===== src/rtl/bcc_pkg.sv =====
// shared types, constants and register codes for the button click classifier
package bcc_pkg;

    localparam int BUTTONS = 8;
    localparam int ADDR_W = (BUTTONS > 1) ? $clog2(BUTTONS) : 1;

    localparam int NUM_REGS = 6;
    localparam int REG_IDX_W = 3;

    localparam logic [REG_IDX_W-1:0] REG_DEBOUNCE     = 3'd0;
    localparam logic [REG_IDX_W-1:0] REG_LONG_PRESS   = 3'd1;
    localparam logic [REG_IDX_W-1:0] REG_SHORT_MAX    = 3'd2;
    localparam logic [REG_IDX_W-1:0] REG_MIN_CLICK    = 3'd3;
    localparam logic [REG_IDX_W-1:0] REG_MULTI_WINDOW = 3'd4;
    localparam logic [REG_IDX_W-1:0] REG_STUCK_EXTRA  = 3'd5;

    localparam logic [1:0] CLICK_MAX = 2'd3;

    typedef enum logic [2:0] {
        EV_IDLE    = 3'd0,
        EV_PRESSED = 3'd1,
        EV_SHORT   = 3'd2,
        EV_LONG    = 3'd3,
        EV_DOUBLE  = 3'd4,
        EV_TRIPLE  = 3'd5
    } event_t;

    typedef struct packed {
        logic [15:0] debounce_ms;
        logic [15:0] long_press_ms;
        logic [15:0] short_press_max_ms;
        logic [15:0] min_click_ms;
        logic [15:0] multi_click_window_ms;
        logic [15:0] stuck_extra_ms;
    } cfg_t;

    localparam cfg_t CFG_RESET = '{
        debounce_ms:           16'd50,
        long_press_ms:         16'd1000,
        short_press_max_ms:    16'd500,
        min_click_ms:          16'd20,
        multi_click_window_ms: 16'd400,
        stuck_extra_ms:        16'd700
    };

    typedef struct packed {
        logic        raw_last;
        logic        stable_last;
        logic        released_flag;
        logic [31:0] edge_time;
        logic [31:0] press_start;
        logic [31:0] press_length;
        logic [1:0]  click_count;
        logic [31:0] click_time;
        logic        click_valid;
        logic [31:0] long_end_time;
        event_t      event_code;
    } btn_state_t;

    localparam btn_state_t STATE_RESET = '{
        raw_last:      1'b0,
        stable_last:   1'b0,
        released_flag: 1'b1,
        edge_time:     32'd0,
        press_start:   32'd0,
        press_length:  32'd0,
        click_count:   2'd0,
        click_time:    32'd0,
        click_valid:   1'b0,
        long_end_time: 32'd0,
        event_code:    EV_IDLE
    };

endpackage


===== src/rtl/button_click_classifier.sv =====
// button click classifier top level: request pipeline, state memory and configuration
// A sample request can be taken every cycle while in_stall is low; it is held in the update
// stage and then in the result register. In the accept cycle it reads its button's entry
// from a small state ram. When the update stage advances, the update logic writes the
// updated entry back and loads the result register, which offers it. The result is held
// in the output register while out_stall is high. The input stalls only when the update
// stage and the result register are both occupied and out_stall is high. A request for the
// same button straight after another gets the freshly written entry by forwarding. After
// reset every entry reads as its reset value through per button valid bits, so there is
// no clearing pass. Configuration is written through cfg_valid/cfg_ready, which is always
// ready, and must only change while no request is in flight.
module button_click_classifier (
    input  logic                               clk,
    input  logic                               rst_n,
    input  logic                               in_valid,
    output logic                               in_stall,
    input  logic [2:0]                         button_index,
    input  logic                               pin_level,
    input  logic [31:0]                        now_ms,
    output logic                               out_valid,
    input  logic                               out_stall,
    output logic [2:0]                         event_state,
    output logic [31:0]                        press_length_ms,
    output logic                               stable_level,
    input  logic                               cfg_valid,
    output logic                               cfg_ready,
    input  logic [bcc_pkg::REG_IDX_W-1:0]      cfg_index,
    input  logic [15:0]                        cfg_data
);
    import bcc_pkg::*;

    localparam int STATE_W = $bits(btn_state_t);

    cfg_t              cfg_reg;
    logic              in_accept;
    logic              s1_valid_reg;
    logic              s1_advance;
    logic [ADDR_W-1:0] s1_addr_reg;
    logic              s1_in_range_reg;
    logic              s1_pin_reg;
    logic [31:0]       s1_now_reg;
    logic              fwd_hit_reg;
    btn_state_t        fwd_data_reg;
    logic              ent_valid_reg;
    logic [BUTTONS-1:0] valid_bits_reg;
    logic [ADDR_W-1:0] in_addr;
    logic              in_range;
    logic [STATE_W-1:0] ram_rdata;
    btn_state_t        cur_state;
    btn_state_t        nxt_state;
    logic              wr_en;
    logic              out_valid_reg;
    logic              out_valid_next;
    logic [2:0]        event_state_reg;
    logic [31:0]       press_length_reg;
    logic              stable_level_reg;

    // configuration registers
    assign cfg_ready = 1'b1;

    always_ff @(posedge clk or negedge rst_n)
    begin
        if (!rst_n)
        begin
            cfg_reg <= CFG_RESET;
        end
        else if (cfg_valid && cfg_ready)
        begin
            case (cfg_index)
                REG_DEBOUNCE:     cfg_reg.debounce_ms <= cfg_data;
                REG_LONG_PRESS:   cfg_reg.long_press_ms <= cfg_data;
                REG_SHORT_MAX:    cfg_reg.short_press_max_ms <= cfg_data;
                REG_MIN_CLICK:    cfg_reg.min_click_ms <= cfg_data;
                REG_MULTI_WINDOW: cfg_reg.multi_click_window_ms <= cfg_data;
                REG_STUCK_EXTRA:  cfg_reg.stuck_extra_ms <= cfg_data;
                default:
                begin
                end
            endcase
        end
    end

    // request handshake
    assign s1_advance = s1_valid_reg && (!out_valid_reg || !out_stall);
    assign in_stall   = s1_valid_reg && !s1_advance;
    assign in_accept  = in_valid && !in_stall;
    assign in_addr    = ADDR_W'(button_index);
    assign in_range   = (32'(button_index) < BUTTONS);
    assign wr_en      = s1_advance && s1_in_range_reg;

    always_ff @(posedge clk or negedge rst_n)
    begin
        if (!rst_n)
        begin
            s1_valid_reg <= 1'b0;
        end
        else if (in_accept)
        begin
            s1_valid_reg <= 1'b1;
        end
        else if (s1_advance)
        begin
            s1_valid_reg <= 1'b0;
        end
    end

    always_ff @(posedge clk)
    begin
        if (in_accept)
        begin
            s1_addr_reg     <= in_addr;
            s1_in_range_reg <= in_range;
            s1_pin_reg      <= pin_level;
            s1_now_reg      <= now_ms;
            ent_valid_reg   <= valid_bits_reg[in_addr];
            fwd_hit_reg     <= wr_en && (s1_addr_reg == in_addr);
            fwd_data_reg    <= nxt_state;
        end
    end

    // per button valid bits
    always_ff @(posedge clk or negedge rst_n)
    begin
        if (!rst_n)
        begin
            valid_bits_reg <= '0;
        end
        else if (wr_en)
        begin
            valid_bits_reg[s1_addr_reg] <= 1'b1;
        end
    end

    bcc_ram #(
        .WIDTH (STATE_W),
        .DEPTH (BUTTONS)
    ) u_state_ram (
        .clk   (clk),
        .we    (wr_en),
        .waddr (s1_addr_reg),
        .wdata (nxt_state),
        .re    (in_accept),
        .raddr (in_addr),
        .rdata (ram_rdata)
    );

    always_comb
    begin
        if (fwd_hit_reg)
        begin
            cur_state = fwd_data_reg;
        end
        else if (ent_valid_reg)
        begin
            cur_state = btn_state_t'(ram_rdata);
        end
        else
        begin
            cur_state = STATE_RESET;
        end
    end

    bcc_update u_update (
        .cur_state (cur_state),
        .pin_level (s1_pin_reg),
        .now_ms    (s1_now_reg),
        .cfg       (cfg_reg),
        .nxt_state (nxt_state)
    );

    // result register
    always_comb
    begin
        if (s1_advance)
        begin
            out_valid_next = 1'b1;
        end
        else if (out_stall)
        begin
            out_valid_next = out_valid_reg;
        end
        else
        begin
            out_valid_next = 1'b0;
        end
    end

    always_ff @(posedge clk or negedge rst_n)
    begin
        if (!rst_n)
        begin
            out_valid_reg <= 1'b0;
        end
        else
        begin
            out_valid_reg <= out_valid_next;
        end
    end

    always_ff @(posedge clk)
    begin
        if (s1_advance)
        begin
            if (s1_in_range_reg)
            begin
                event_state_reg  <= 3'(nxt_state.event_code);
                press_length_reg <= nxt_state.press_length;
                stable_level_reg <= nxt_state.stable_last;
            end
            else
            begin
                event_state_reg  <= 3'(EV_IDLE);
                press_length_reg <= 32'd0;
                stable_level_reg <= 1'b0;
            end
        end
    end

    assign out_valid       = out_valid_reg;
    assign event_state     = event_state_reg;
    assign press_length_ms = press_length_reg;
    assign stable_level    = stable_level_reg;

`ifndef SYNTHESIS
    a_stall_needs_work: assert property (@(posedge clk) disable iff (!rst_n)
        in_stall |-> (s1_valid_reg && out_valid_reg && out_stall))
        else $error("request stalled with no blocked result");

    a_write_only_on_advance: assert property (@(posedge clk) disable iff (!rst_n)
        wr_en |-> (s1_valid_reg && s1_in_range_reg))
        else $error("state write without a request in the update stage");

    a_result_follows_update: assert property (@(posedge clk) disable iff (!rst_n)
        s1_advance |=> out_valid_reg)
        else $error("updated request produced no result");

    a_entry_valid_after_write: assert property (@(posedge clk) disable iff (!rst_n)
        wr_en |=> valid_bits_reg[$past(s1_addr_reg)])
        else $error("written entry not marked valid");
`endif

endmodule


===== src/rtl/bcc_ram.sv =====
// generic single write port ram with registered read
module bcc_ram #(
    parameter int WIDTH = 8,
    parameter int DEPTH = 8,
    localparam int AW = (DEPTH > 1) ? $clog2(DEPTH) : 1
) (
    input  logic             clk,
    input  logic             we,
    input  logic [AW-1:0]    waddr,
    input  logic [WIDTH-1:0] wdata,
    input  logic             re,
    input  logic [AW-1:0]    raddr,
    output logic [WIDTH-1:0] rdata
);

    logic [WIDTH-1:0] mem [DEPTH];
    logic [WIDTH-1:0] rdata_reg;

    always_ff @(posedge clk)
    begin
        if (we)
        begin
            mem[waddr] <= wdata;
        end
        if (re)
        begin
            rdata_reg <= mem[raddr];
        end
    end

    assign rdata = rdata_reg;

endmodule


===== src/rtl/bcc_update.sv =====
// per button state update: debounce, press classification, finalising and expiry
module bcc_update (
    input  bcc_pkg::btn_state_t cur_state,
    input  logic                pin_level,
    input  logic [31:0]         now_ms,
    input  bcc_pkg::cfg_t       cfg,
    output bcc_pkg::btn_state_t nxt_state
);
    import bcc_pkg::*;

    always_comb
    begin
        btn_state_t s;
        logic [31:0] len;
        logic [31:0] window;
        logic [31:0] expire;
        logic [31:0] ref_time;
        logic        have;

        s = cur_state;
        window = 32'(cfg.multi_click_window_ms);
        expire = 32'(cfg.multi_click_window_ms) + 32'(cfg.stuck_extra_ms);
        len = now_ms - s.press_start;
        ref_time = 32'd0;
        have = 1'b0;

        if (pin_level != s.raw_last)
        begin
            s.edge_time = now_ms;
        end

        if (((now_ms - s.edge_time) > 32'(cfg.debounce_ms)) && (pin_level != s.stable_last))
        begin
            s.stable_last = pin_level;
            if (pin_level)
            begin
                if (s.released_flag)
                begin
                    s.released_flag = 1'b0;
                    s.press_start = now_ms;
                    if (s.event_code != EV_LONG)
                    begin
                        s.event_code = EV_PRESSED;
                    end
                end
            end
            else if (!s.released_flag)
            begin
                // debounced release: classify the press
                s.released_flag = 1'b1;
                s.press_length = len;
                if (len > 32'(cfg.long_press_ms))
                begin
                    s.event_code = EV_LONG;
                    s.long_end_time = now_ms;
                    s.click_count = 2'd0;
                    s.click_time = 32'd0;
                    s.click_valid = 1'b0;
                end
                else if ((len >= 32'(cfg.min_click_ms)) && (len <= 32'(cfg.short_press_max_ms)))
                begin
                    if (s.event_code == EV_LONG)
                    begin
                        s.event_code = EV_IDLE;
                        s.click_count = 2'd0;
                        s.click_time = 32'd0;
                        s.click_valid = 1'b0;
                    end
                    else
                    begin
                        if ((s.click_count != 2'd0) && ((now_ms - s.click_time) < window))
                        begin
                            if (s.click_count != CLICK_MAX)
                            begin
                                s.click_count = s.click_count + 2'd1;
                            end
                        end
                        else
                        begin
                            s.click_count = 2'd1;
                        end
                        s.click_time = now_ms;
                        s.click_valid = 1'b1;
                        if (s.event_code == EV_PRESSED)
                        begin
                            s.event_code = EV_IDLE;
                        end
                    end
                end
                else
                begin
                    if (s.event_code != EV_LONG)
                    begin
                        s.event_code = EV_IDLE;
                    end
                    s.click_count = 2'd0;
                    s.click_time = 32'd0;
                    s.click_valid = 1'b0;
                end
            end
        end
        s.raw_last = pin_level;

        if (!s.released_flag && s.stable_last)
        begin
            s.press_length = now_ms - s.press_start;
        end

        // quiet window over: finalise the click series
        if ((s.click_count != 2'd0) && s.click_valid && ((now_ms - s.click_time) >= window))
        begin
            if ((s.event_code == EV_IDLE) || (s.event_code == EV_PRESSED))
            begin
                if (s.click_count == 2'd1)
                begin
                    s.event_code = EV_SHORT;
                end
                else if (s.click_count == 2'd2)
                begin
                    s.event_code = EV_DOUBLE;
                end
                else
                begin
                    s.event_code = EV_TRIPLE;
                end
            end
            s.click_count = 2'd0;
        end

        // finished events time out
        case (s.event_code)
            EV_LONG:
            begin
                have = 1'b1;
                ref_time = s.long_end_time;
            end
            EV_SHORT, EV_DOUBLE, EV_TRIPLE:
            begin
                have = s.click_valid;
                ref_time = s.click_time;
            end
            default:
            begin
                have = 1'b0;
                ref_time = 32'd0;
            end
        endcase
        if (have && ((now_ms - ref_time) > expire))
        begin
            s.event_code = EV_IDLE;
            s.click_count = 2'd0;
            s.click_time = 32'd0;
            s.click_valid = 1'b0;
        end

        if ((s.event_code == EV_PRESSED) && s.released_flag)
        begin
            s.event_code = EV_IDLE;
        end

        nxt_state = s;
    end

endmodule

===== config.mk =====
export PLATFORM = sky130hd
export DESIGN_NAME = button_click_classifier
export DESIGN_NICKNAME = d
export VERILOG_FILES = /design/src/rtl/bcc_pkg.sv /design/src/rtl/button_click_classifier.sv /design/src/rtl/bcc_ram.sv /design/src/rtl/bcc_update.sv
export SDC_FILE = /design/constraint.sdc
export NUM_CORES = 2
export LEC_CHECK = 0
export ABC_AREA = 0
export BUFFER_PORTS_ARGS = -buffer_cell sky130_fd_sc_hd__buf_2
export CAP_MARGIN = 40
export CELL_PAD_IN_SITES_DETAIL_PLACEMENT = 1
export CELL_PAD_IN_SITES_GLOBAL_PLACEMENT = 1
export CORE_ASPECT_RATIO = 0.6
export CORE_UTILIZATION = 49
export DETAILED_ROUTE_END_ITERATION = 6
export PLACE_DENSITY = 0.78
export SYNTH_ARGS = -nofsm -noshare
export SYNTH_HDL_FRONTEND = slang
export SYNTH_SLANG_ARGS = --single-unit

===== constraint.sdc =====
create_clock -name clk -period 15.3 [get_ports clk]
set_clock_uncertainty 0.15 [all_clocks]
set_input_delay 3.06 -clock clk [delete_from_list [all_inputs] [get_ports clk]]
set_output_delay 3.06 -clock clk [all_outputs]
set_load 0.1 [all_outputs]

* Word-level counts from Yosys, hierarchy flattened *
Memory sizes are Yosys's and may differ from the RTL's. A register that Yosys moved wholly into a read port is not among the register bits.
Index checks and enable logic that the tools add are counted.

operators by class
  reductions and logical operators = 32
  add/sub/neg operators = 8
  muxes and demuxes = 45
  bitwise logic cells = 1
  order comparisons = 10
  equal/unequal tests = 21

operators with widths
  operator              number
  $mux W169             2
  $sub A32 B32 Y32      6
  $mux W32              5
  $mux W35              4
  $mux W134             1
  $mux W102             1
  $mux W99              1
  $ge A32 B16 Y1        2
  $gt A32 B16 Y1        2
  $pmux W32 S2          1
  $mux W3               13
  $gt A32 B32 Y1        1
  $le A32 B16 Y1        1
  $lt A32 B16 Y1        1
  $add A16 B16 Y17      1
  $eq A3 B2 Y1 const B  5
  $logic_and A1 B1 Y1   13
  $eq A3 B1 Y1 const B  4
  $eq A3 B3 Y1 const B  4
  $reduce_and A2 Y1     6
  $mux W1               10
  $lt A3 B4 Y1 const B  2
  $mux W2               4
  $or A8 B8 Y8          1
  17 further kinds      26

word-level totals
  output and inout bits = 39
  logic and storage cells = 146
  RAM bits = 1,352
  memories = 1
  register bits = 349
  input port bits = 60

memories
  memory           depth  width  rd ports  clocked after Yosys merged registers in  write ports  RTL line       RTL
  u_state_ram.mem  8      169    1         1                                        1            bcc_ram.sv:16  logic [WIDTH-1:0] mem [DEPTH];

* Depth between registers and ports, before layout *
  depth after elaboration = 27
  mapped depth = 91
  mapped depth without buffers = 81

* Hierarchy *
From an unflattened synthesis, not the netlist that was laid out.

second synthesis, totals
  cell total of the unflattened synthesis = 5,419
  area total of the unflattened synthesis = 87,099.8 um^2

modules (own cells, without submodules)
  module                   instances  cells an instance  area each (um^2)  seq. area each (um^2)
  bcc_ram                  1          2,136              56,405.3          45,673.8
  bcc_update               1          2,581              17,533.1          0.0
  button_click_classifier  1          702                13,161.4          9,982.1

* Least setup slack after synthesis *
OpenSTA, ideal clock, no wires.

  kind = input port to flip-flop
  from = input out_stall
  to = register valid_bits_reg[1]
  required time = 15.012 ns
  buffers on the path = 0
  data arrival time = 16.701 ns
  setup slack = -1.690 ns
  stages = 6
  setup time = 0.138 ns
  path through = nand2_1 nand2_1 inv_1 nand2_1 nor3_1 or2_2

between the ends
  longest elaborated chain between the ends = 3

ends and longest elaborated chain
  what                            RTL line                        RTL
  start: declaration              button_click_classifier.sv:21   input logic out_stall,
  $logic_not A1 Y1                button_click_classifier.sv:84   assign s1_advance = s1_valid_reg && (!out_valid_reg || !out_stall);
  $logic_or A1 B1 Y1              button_click_classifier.sv:84
  $logic_and A1 B1 Y1             button_click_classifier.sv:84
  end signal: assignment          button_click_classifier.sv:126  valid_bits_reg <= '0;
  end signal: indexed assignment  button_click_classifier.sv:130  valid_bits_reg[s1_addr_reg] <= 1'b1;
  end: declaration                button_click_classifier.sv:45   logic [BUTTONS-1:0] valid_bits_reg;

Every way passes these cells.
A chain may end at the register's enable or synchronous reset.

==> impl_metrics.tcl <==
set metrics [dict create \
    slew_headroom_pct 24.4 \
    multiInputGateArea_um2 29100 \
    largest_reg_flops 1352 \
    grt_max_degree 124 \
    num_rows 117 \
    power.leakage_nw 37.2 \
    synth_common_cells "1764 x edfxtp_1, 340 x mux4_2, 315 x ha_1" \
    overflow 0 \
    synth_cell_types 102 \
    synth_nets 5746 \
    crit_type "register to register" \
    firstDrtPassIters 5 \
    worst_setup_path_end_kind "register" \
    hold_buffers 0 \
    power.density_nw_per_um2 144 \
    fin_crit_sh_pct 106 \
    ys_warn_count 0 \
    hpwlAfterDp_mm 180 \
    crit_fanout 7 \
    yosys.area.top_type_share_pct 62.3 \
    grt_pass1_vias 58130 \
    dr_total_vias 56808 \
    track_usage_pct 31.9 \
    vdd_drop_max_mv 0.128 \
    cts_root_buf "clkbuf_16" \
    synth_seq_area_share_pct 65.5 \
    cts_sinks 1870 \
    rsz0062_at_grt "yes" \
    min_path_type "register to register" \
    hold_ws_ns 0.327 \
    fmax_mhz 61.6 \
    cts_tree "yes" \
    hold_viol 0 \
    vias_per_cell 6.51 \
    synth_top_cell_by_area "edfxtp_1" \
    synth-main-ff-cell "edfxtp_1" \
    tightest_slew_ns 1.13 \
    crit_arrival_ns 16.77 \
    finalWorstSetupSlack_ns -0.947 \
    r2r-start "fwd_hit_reg$_DFFE_PP_" \
    synth_area_um2 85000 \
    antenna_found_initial 16 \
    io_buffers 97 \
    drc 0 \
    reg2reg_to "u_state_ram.mem[1][53]$_DFFE_PP_" \
    netlist_instances 5365 \
    die_h_um 325 \
    clk_pin_slew_ns 0.07 \
    dieArea_um2 175000 \
    drive_gt1_share_pct 32.2 \
    cts_buffer_depth 4 \
    grt_first_pass_wirelength_mm 408 \
    fillers 15646 \
    worst-path-buf-inv 14 \
    wl_mm 284 \
    startpoint_type "register" \
    num-nets-final 6720 \
    finalPower_mw 14.7 \
    area_growth_pct 20.5 \
    wire_per_inst_um 32.5 \
    ios 99 \
    syn-mean-instance-area_um2 15.8 \
    first_iter_violations 7449 \
    gp_congestion 0.962 \
    final-seq-area_um2 55700 \
    crit_family "compound AO/OA/AOI/OAI gates" \
    htree_num_levels 4 \
    whs_path_depth 1 \
    rr_worst_depth 84 \
    drv_cap 0 \
    max_stage_delay_ns 0.56 \
    worst_ep_required_time_ns 15.82 \
    holdCritStartpoint "valid_bits_reg[6]$_DFFE_PN0P_" \
    crit_slowest_cell "or4_4" \
    hold-path-endpoint "valid_bits_reg[6]$_DFFE_PN0P_" \
    synthArstFlopShare_pct 5.67 \
    period_needed_ns 16.25 \
    status "finished with violations" \
    cts_made_buffers 178 \
    coreArea_um2 171000 \
    die_w_um 540 \
    failed_checks "setup timing" \
    yosys-top-cells-area "edfxtp_1 62%, mux4_2 9.0%, ha_1 4.6%" \
    clock_latency_ns 0.90 \
    synth-edff-count 1764 \
    final-setup-viol-count 345 \
    r2r_setup_slack_ns -0.95 \
    ys_ff_latch 1870 \
    setup_tns_ns -279.27 \
    start_util_pct 49.7 \
    final_antenna_net_count 0 \
    drv_slew 0 \
    synth.most_common_cell "edfxtp_1" \
]
==> per-stage QoR <==
step	utilization [%]	cells	area [µm²]	setup WS [ns]
floorplan	-	5365	85400	-0.0788
global placement	54.9	8226	93800	-0.944
detailed placement	55.2	8271	94300	-1.80
CTS	59.6	8689	102000	-0.527
global route	59.9	8722	102000	-1.46
finish	59.9	8724	102000	-0.947
==> what timing repair did <==
item / CTS / global route
endpoints found under the setup margin: 345 / 345
gates resized for setup: 167 / 84
pin swaps: 88 / 85
buffers inserted: 97 / 28
cloned: 20 / 3
==> final cells by class <==
| class | instances | area share [%] |
|---|---|---|
| Antenna cell | 2 | 0.00489 |
| Clock buffer | 217 | 4.51 |
| Clock inverter | 85 | 0.847 |
| Inverter | 224 | 0.821 |
| Multi-Input combinational cell | 3039 | 28.4 |
| Sequential cell | 1870 | 54.3 |
| Tap cell | 2261 | 2.76 |
| Timing Repair Buffer | 1026 | 8.32 |
==> worst max-delay path by stage <==
stage | slack, ns | endpoint | depth (start not counted) | from
floorplan | -0.08 | event_state[1]$_DFFE_PP_ | 84 | fwd_hit_reg$_DFFE_PP_
global placement | -0.94 | u_state_ram.mem[2][63]$_DFFE_PP_ | 74 | fwd_hit_reg$_DFFE_PP_
detailed placement | -1.80 | u_state_ram.mem[4][42]$_DFFE_PP_ | 75 | fwd_hit_reg$_DFFE_PP_
CTS | -0.53 | u_state_ram.mem[3][46]$_DFFE_PP_ | 87 | fwd_hit_reg$_DFFE_PP_
global route | -1.46 | u_state_ram.mem[1][53]$_DFFE_PP_ | 90 | fwd_hit_reg$_DFFE_PP_
finish | -0.95 | u_state_ram.mem[1][53]$_DFFE_PP_ | 84 | fwd_hit_reg$_DFFE_PP_
==> cell families (layout without fill, tap and decap cells) <==
logic type      Yosys count  in the layout  share of synthesized area [%]
fa+ha+maj               321            321                           4.78
xor+xnor                138            139                           1.45
buf+inv                 465           1552                           2.11
other cells               1              3                        0.00441
mux                     562            562                           11.9
flops                  1870           1870                           65.5
simple gates            840            840                           4.83
compound gates         1168           1176                           9.39
==> where the power goes <==
part	switching [mW]	internal, mW
combinational	2.47	1.67
sequential	0.119	6.12
clock	1.94	2.41
==> cells in the final DEF, fill, tap and decap left out, types with 86 or more instances in the layout <==
cell,Yosys,final
a21o_1,104,104
a21oi_1,240,215
a22oi_1,125,122
buf_2,10,122
buf_4,2,785
clkbuf_16,0,178
edfxtp_1,1764,1764
ha_1,315,303
inv_1,224,220
mux2_2,210,210
mux4_2,340,340
nand2_1,288,283
nor2_1,174,156
o21a_1,88,86
o21ai_0,249,238
==> metal layers <==
layer  vias to the layer above  GRT usage [%]  wire length (µm)
met5                         -              0                69
met4                        10           9.97              9670
met3                       565           7.57             30300
met2                      3261           47.1            125000
met1                     29717           46.8            119000
li1                      23255              -                 -
No activity file was read; power rests on OpenSTA's default activity.
